## config.mk

```make
export PLATFORM = sky130hd
export DESIGN_NAME = skyap_ctrl
export DESIGN_NICKNAME = d
export VERILOG_FILES = /design/src/sv/skyap_pkg.sv /design/src/sv/skyap_ctrl.sv
export SDC_FILE = /design/constraint.sdc
export NUM_CORES = 1
export LEC_CHECK = 0
export ABC_AREA = 1
export BUFFER_PORTS_ARGS = -buffer_cell sky130_fd_sc_hd__buf_4
export CAP_MARGIN = 20
export CORE_MARGIN = 2
export CORE_UTILIZATION = 45
export CTS_CLUSTER_SIZE = 10
export DETAILED_ROUTE_END_ITERATION = 10
export PLACE_DENSITY = 0.66
export SLEW_MARGIN = 10
export SYNTH_ARGS = -nofsm -noshare
export SYNTH_HDL_FRONTEND = slang
export SYNTH_SLANG_ARGS = --single-unit
```

## constraint.sdc

```tcl
create_clock -name clk -period 10.6 [get_ports clk]
set_input_delay 2.12 -clock clk [delete_from_list [all_inputs] [get_ports clk]]
set_output_delay 2.12 -clock clk [all_outputs]
set_load 0.01 [all_outputs]
```

## src/sv/skyap_pkg.sv

```systemverilog
// Shared types and constants of the skyline atlas packer.
// Depends on nothing; imported by the sequencer and the top level.
`default_nettype none

package skyap_pkg;

  // Field widths of the request and result words
  localparam int FIELD_W = 12;
  // Width of page sizes and padded rectangle sides (values up to 8191)
  localparam int CW_W    = 13;
  // Width of the atlas_size register
  localparam int CFG_W   = 13;
  // APB data width
  localparam int APB_W   = 32;

  // One-pixel margin on each side of the bitmap
  localparam logic [CW_W-1:0] PAD = 13'd2;

  // Request codes
  localparam logic FUNC_PLACE = 1'b0;
  localparam logic FUNC_CLEAR = 1'b1;

  // Register word index (paddr[2])
  localparam logic REG_ATLAS_SIZE = 1'b0;

  // Reset value of atlas_size
  localparam logic [CFG_W-1:0] ATLAS_RESET = 13'd4096;

  // Result word
  typedef struct packed {
    logic               placed;
    logic [FIELD_W-1:0] left_col;
    logic [FIELD_W-1:0] top_row;
  } res_t;

endpackage

`default_nettype wire

```

## src/sv/skyap_ctrl.sv

```systemverilog
// Sequencer and datapath of the skyline packer: clearing sweep, prefix pass,
// suffix/window pass, room check and skyline raise. Uses skyap_pkg.
`default_nettype none

module skyap_ctrl #(
  parameter int MAX_ATLAS_SIZE = 4096,
  parameter int AW             = 12,
  parameter int HW             = 13
) (
  input  wire logic                           clk,
  input  wire logic                           rst,
  input  wire logic [skyap_pkg::CFG_W-1:0]    atlas_size,
  input  wire logic                           start,
  input  wire logic                           func,
  input  wire logic [skyap_pkg::FIELD_W-1:0]  glyph_width,
  input  wire logic [skyap_pkg::FIELD_W-1:0]  glyph_height,
  output logic                                busy,
  output logic                                done,
  output skyap_pkg::res_t                     res,
  output logic                                h_we,
  output logic      [AW-1:0]                  h_addr,
  output logic      [HW-1:0]                  h_wdata,
  input  wire logic [HW-1:0]                  h_rdata,
  output logic                                p_we,
  output logic      [AW-1:0]                  p_addr,
  output logic      [HW-1:0]                  p_wdata,
  input  wire logic [HW-1:0]                  p_rdata
);

  import skyap_pkg::*;

  localparam logic [CW_W-1:0] MAX_C      = CW_W'(MAX_ATLAS_SIZE);
  localparam logic [AW-1:0]   LAST_ENTRY = AW'(MAX_ATLAS_SIZE - 1);

  typedef enum logic [2:0] {
    S_CLEAR,
    S_IDLE,
    S_UP,
    S_DOWN,
    S_CHECK,
    S_FILL
  } state_t;

  state_t            state;
  logic [CW_W-1:0]   cw;
  logic [CW_W-1:0]   ch;
  logic [CW_W-1:0]   size;
  logic [CW_W-1:0]   lim;
  logic [AW-1:0]     top_i;
  logic [AW-1:0]     idx;
  logic              iss;
  logic              rd_v;
  logic [AW-1:0]     rd_idx;
  logic              rd_ok;
  logic [CW_W-1:0]   k;
  logic [HW-1:0]     acc;
  logic              found;
  logic [AW-1:0]     best_x;
  logic [HW-1:0]     best_y;
  logic [HW-1:0]     nh;
  logic [AW-1:0]     cnt;
  logic              clr_res;

  logic [CW_W-1:0]   cw_in;
  logic [CW_W-1:0]   ch_in;
  logic [CW_W-1:0]   size_in;
  logic [CW_W-1:0]   cw_m1;
  logic [HW-1:0]     up_new;
  logic [HW-1:0]     s_new;
  logic [HW-1:0]     top_new;
  logic              better;
  logic [CW_W:0]     sum;

  function automatic logic [HW-1:0] hmax(input logic [HW-1:0] a, input logic [HW-1:0] b);
    hmax = (a > b) ? a : b;
  endfunction

  // Pad the request and clamp the page
  assign cw_in   = CW_W'(glyph_width) + PAD;
  assign ch_in   = CW_W'(glyph_height) + PAD;
  assign size_in = (atlas_size > MAX_C) ? MAX_C : atlas_size;
  assign cw_m1   = cw - CW_W'(1);

  // Prefix maximum within blocks of cw columns
  assign up_new  = (k == '0) ? h_rdata : hmax(h_rdata, acc);

  // Suffix maximum within blocks, window maximum and best pick
  assign s_new   = ((rd_idx == top_i) || (k == cw_m1)) ? h_rdata : hmax(h_rdata, acc);
  assign top_new = hmax(s_new, p_rdata);
  assign better  = !found || (top_new <= best_y);

  // Bottom edge of the reserved rectangle
  assign sum     = (CW_W+1)'(best_y) + (CW_W+1)'(ch);

  assign busy    = (state != S_IDLE);

  // Memory port steering
  always_comb begin
    h_we    = 1'b0;
    h_addr  = idx;
    h_wdata = nh;
    p_we    = 1'b0;
    p_addr  = rd_idx;
    p_wdata = up_new;
    unique case (state)
      S_CLEAR: begin
        h_we    = 1'b1;
        h_addr  = cnt;
        h_wdata = '0;
      end
      S_FILL: begin
        h_we    = 1'b1;
        h_addr  = best_x + cnt;
      end
      S_UP: begin
        p_we    = rd_v;
      end
      S_DOWN: begin
        p_addr  = AW'(CW_W'(idx) + cw_m1);
      end
      default: begin
      end
    endcase
  end

  // Sequencer
  always_ff @(posedge clk) begin
    if (rst) begin
      state   <= S_CLEAR;
      cnt     <= '0;
      clr_res <= 1'b0;
      done    <= 1'b0;
      iss     <= 1'b0;
      rd_v    <= 1'b0;
      found   <= 1'b0;
    end else begin
      done <= 1'b0;
      unique case (state)
        S_CLEAR: begin
          if (cnt == LAST_ENTRY) begin
            state        <= S_IDLE;
            done         <= clr_res;
            res.placed   <= 1'b1;
            res.left_col <= '0;
            res.top_row  <= '0;
          end else begin
            cnt <= cnt + AW'(1);
          end
        end

        S_IDLE: begin
          if (start) begin
            if (func == FUNC_CLEAR) begin
              state   <= S_CLEAR;
              cnt     <= '0;
              clr_res <= 1'b1;
            end else if (cw_in > size_in) begin
              done         <= 1'b1;
              res.placed   <= 1'b0;
              res.left_col <= '0;
              res.top_row  <= '0;
            end else begin
              state <= S_UP;
              cw    <= cw_in;
              ch    <= ch_in;
              size  <= size_in;
              lim   <= size_in - cw_in;
              top_i <= AW'(size_in - CW_W'(1));
              idx   <= '0;
              iss   <= 1'b1;
              rd_v  <= 1'b0;
              k     <= '0;
              found <= 1'b0;
            end
          end
        end

        S_UP: begin
          // issue reads left to right
          if (iss) begin
            rd_v   <= 1'b1;
            rd_idx <= idx;
            if (idx == top_i) begin
              iss <= 1'b0;
            end else begin
              idx <= idx + AW'(1);
            end
          end else begin
            rd_v <= 1'b0;
          end
          // fold returned height into the block prefix
          if (rd_v) begin
            acc <= up_new;
            if (rd_idx == top_i) begin
              state <= S_DOWN;
              idx   <= top_i;
              iss   <= 1'b1;
            end else begin
              k <= (k == cw_m1) ? '0 : k + CW_W'(1);
            end
          end
        end

        S_DOWN: begin
          // issue reads right to left
          if (iss) begin
            rd_v   <= 1'b1;
            rd_idx <= idx;
            rd_ok  <= (CW_W'(idx) <= lim);
            if (idx == '0) begin
              iss <= 1'b0;
            end else begin
              idx <= idx - AW'(1);
            end
          end else begin
            rd_v <= 1'b0;
          end
          // fold into the block suffix and score the window
          if (rd_v) begin
            acc <= s_new;
            k   <= (k == '0) ? cw_m1 : k - CW_W'(1);
            if (rd_ok && better) begin
              found  <= 1'b1;
              best_x <= rd_idx;
              best_y <= top_new;
            end
            if (rd_idx == '0) begin
              state <= S_CHECK;
            end
          end
        end

        S_CHECK: begin
          if (found && (sum <= (CW_W+1)'(size))) begin
            state <= S_FILL;
            nh    <= HW'(sum);
            cnt   <= '0;
          end else begin
            state        <= S_IDLE;
            done         <= 1'b1;
            res.placed   <= 1'b0;
            res.left_col <= '0;
            res.top_row  <= '0;
          end
        end

        S_FILL: begin
          // raise the columns under the rectangle
          if (CW_W'(cnt) == cw_m1) begin
            state        <= S_IDLE;
            done         <= 1'b1;
            res.placed   <= 1'b1;
            res.left_col <= FIELD_W'(best_x);
            res.top_row  <= FIELD_W'(best_y);
          end else begin
            cnt <= cnt + AW'(1);
          end
        end

        default: begin
          state <= S_IDLE;
        end
      endcase
    end
  end

endmodule

`default_nettype wire

```

==> results.sh <==
export IMPL_status="finished clean"
export IMPL_antenna_cells=0
export IMPL_htreeDepth=4
export IMPL_yosys_warnings=0
export IMPL_grtUsageTotal_pct=28.5
export IMPL_slowest_stage="o21ai_0"
export IMPL_endpoint_kind="flip-flop"
export IMPL_finalCriticalPeriod_ns=7.72
export IMPL_drc=0
export IMPL_skew_ns=0.0180
export IMPL_ys_flop_type="edfxtp_1"
export IMPL_ant_nets=0
export IMPL_num_io_pins=146
export IMPL_io_buffers=145
export IMPL_syn_cell_area_mm2=0.0156
export IMPL_num_vias=14700
export IMPL_drv_cap=0
export IMPL_grt_start_max_net_pins=65
export IMPL_cellLeakagePower_nw=8.52
export IMPL_synth_commonest_cells="nand2_1, inv_1, nor2_1"
export IMPL_fmax_mhz=129
export IMPL_cts_num_sinks=198
export IMPL_die_x_um=190
export IMPL_layout_drive_gt1_share_pct=11.9
export IMPL_place_hpwl_um=40500
export IMPL_rsz0062_at_grt="false"
export IMPL_rr_endpoint="best_x[5]"
export IMPL_cp_start_kind="input pin"
export IMPL_hold_depth=2
export IMPL_grt_pass1_vias=13600
export IMPL_drt_iter0_drc=1384
export IMPL_fillCellCount=3390
export IMPL_async_flop_share_pct=0
export IMPL_fin_crit_sh_pct=72.9
export IMPL_synthesis_nets=2246
export IMPL_ir_drop_mv=0.138
export IMPL_path_common_cell="nand2_1"
export IMPL_first_pass_iters=6
export IMPL_ys_top_cells_by_area="edfxtp_1, nand2_1, ha_1"
export IMPL_setup_viol=0
export IMPL_core_mm2=0.0344
export IMPL_worstMarginPinSlew_ns=1.07
export IMPL_wire_per_inst_um=19.3
export IMPL_cts_tree="built"
export IMPL_yosysMostFrequentCell="nand2_1"
export IMPL_cts_buffers=17
export IMPL_grt_overflow=0
export IMPL_routabilityCongestion=0.948
export IMPL_timing_setup_critical_path_class="input pin to flip-flop"
export IMPL_cts_resized_gates=0
export IMPL_clkTransAtPathRegs_ns=0.07
export IMPL_clockBufferDepth=2
export IMPL_cp_slowest_stage_delay_ns=0.54
export IMPL_hold_viol=0
export IMPL_yosys_area_top_type_share_pct=34.2
export IMPL_rows=68
export IMPL_p_per_area_mw_per_mm2=165
export IMPL_die_y_um=190
export IMPL_cp_required_ns=10.74
export IMPL_crit_fanout=26
export IMPL_hp_class="flip-flop to flip-flop"
export IMPL_viasPerCell=5.53
export IMPL_cts_setup_buffers=0
export IMPL_ys_seq_area_share_pct=36.8
export IMPL_slew_viol_final=0
export IMPL_area_growth_pct=14.0
export IMPL_avgSynthCellArea_um2=7.61
export IMPL_post_place_ws_ns=2.46
export IMPL_crit_arrival_ns=7.87
export IMPL_holdCritStartpoint="clr_res"
export IMPL_ys_ff_latch=198
export IMPL_syn_inst=2053
export IMPL_cts_root_buf="clkbuf_16"
export IMPL_post_synth_num_cell_types=56
export IMPL_grt_first_pass_wirelength_um=78000
export IMPL_relSlewSlack_pct=28.3
export IMPL_synth_edf_count=178
export IMPL_worst_r2r_path_depth=37
export IMPL_fin_setup_tns_ns=0
export IMPL_hold_path_end="clr_res"
export IMPL_synth_top_area_cell="edfxtp_1"
export IMPL_dieArea_mm2=0.0362
export IMPL_final_setup_worst_slack_ns=2.88
export IMPL_r2r_start="cw[0]"
export IMPL_initial_core_util_pct=45.4
export IMPL_drt_wl_total_um=51200
export IMPL_cts_hold_buf=0
export IMPL_antenna_found_initial=0
export IMPL_clkLatencyLatePin_ns=0.46
export IMPL_r2r_slack_ns=3.49
export IMPL_nets=2375
## final cells by class
class	instances	area, µm²	area share [%]
Sequential cell	198	5750	32.3
Timing Repair Buffer	160	1200	6.77
Multi-Input combinational cell	1496	8530	47.9
Clock buffer	18	429	2.41
Tap cell	455	569	3.20
Clock inverter	14	161	0.907
Inverter	309	1160	6.52
## logic make-up (layout without fill, tap and decap cells)
group	after synthesis	count (layout)	share of synthesized area [%]
AO/OA/AOI/OAI	265	265	9.53
AND/OR/NAND/NOR	1006	1006	28.9
flip-flops	198	198	36.8
adder cells (fa/ha/maj)	126	126	10.3
buffers and inverters	359	501	8.90
XOR/XNOR	99	99	5.55
## worst max-delay path by stage
stage / cells past startpoint / to / from / slack, ns
floorplan: 15 / ch[0] / atlas_size[8] / 2.69
global placement: 31 / best_x[7] / h_rdata[12] / 2.55
detailed placement: 33 / best_x[7] / h_rdata[12] / 2.46
CTS: 33 / best_x[6] / h_rdata[12] / 2.91
global route: 33 / best_x[5] / h_rdata[12] / 2.24
finish: 31 / best_x[5] / h_rdata[12] / 2.88
## critical path, delay by kind of cell
family / cells / cell delay [ns]
compound gates: 7 / 1.38
simple gates: 16 / 2.37
fa+ha+maj: 3 / 0.84
buf+inv: 5 / 1.11
## layout by cell type (no fill, tap or decap), drive strengths merged, types with 3 or more instances in the layout
master,instances
a21o,7
a21oi,91
a31oi,5
and2,13
buf,160
clkbuf,18
clkinv,8
dfxtp,20
edfxtp,178
fa,4
ha,122
inv,313
nand2,496
nand3,177
nand4,42
nor2,201
nor3,36
nor4,16
o2111ai,3
o211ai,3
o21ai,119
o21bai,5
o221ai,15
o22ai,7
o31ai,3
or2,20
xnor2,19
xor2,80
## power by group
| group | switching (W) | internal (W) |
|---|---|---|
| Clock | 0.000336 | 0.000336 |
| Combinational | 0.000748 | 0.000429 |
| Sequential | 0.000131 | 0.000954 |
## routing by layer
metal | wire, µm | up-vias | global-route usage, %
met2 | 23400 | 652 | 46.2
met4 | 1800 | 0 | 10.9
met5 | 0 | - | 0
met1 | 22100 | 6819 | 38.7
met3 | 3900 | 93 | 4.01
li1 | - | 7088 | -
## flip-flops by register name (all words and copies together), names as in the netlist, 3 cells and up
signal  count
cw         13
state       3
top_i      12
res        25
size       13
ch         13
best_x     12
lim        13
acc        13
rd_idx     12
best_y     13
cnt        12
k          13
idx        12
nh         13
## stage by stage
step                      hold WS [ns]  instance area (µm²)  util (%)  std cells  total power [W]
final                            0.476                17800      51.8       2650          0.00293
after global routing             0.484                17800      51.8       2650          0.00311
after CTS                        0.476                17800      51.7       2648          0.00292
after detailed placement         0.464                17200      50.0       2616          0.00225
after global placement           0.459                17200      50.0       2615          0.00223
after floorplan                  0.437                15600         -       2053          0.00180
No activity file was read; power rests on OpenSTA's default activity.
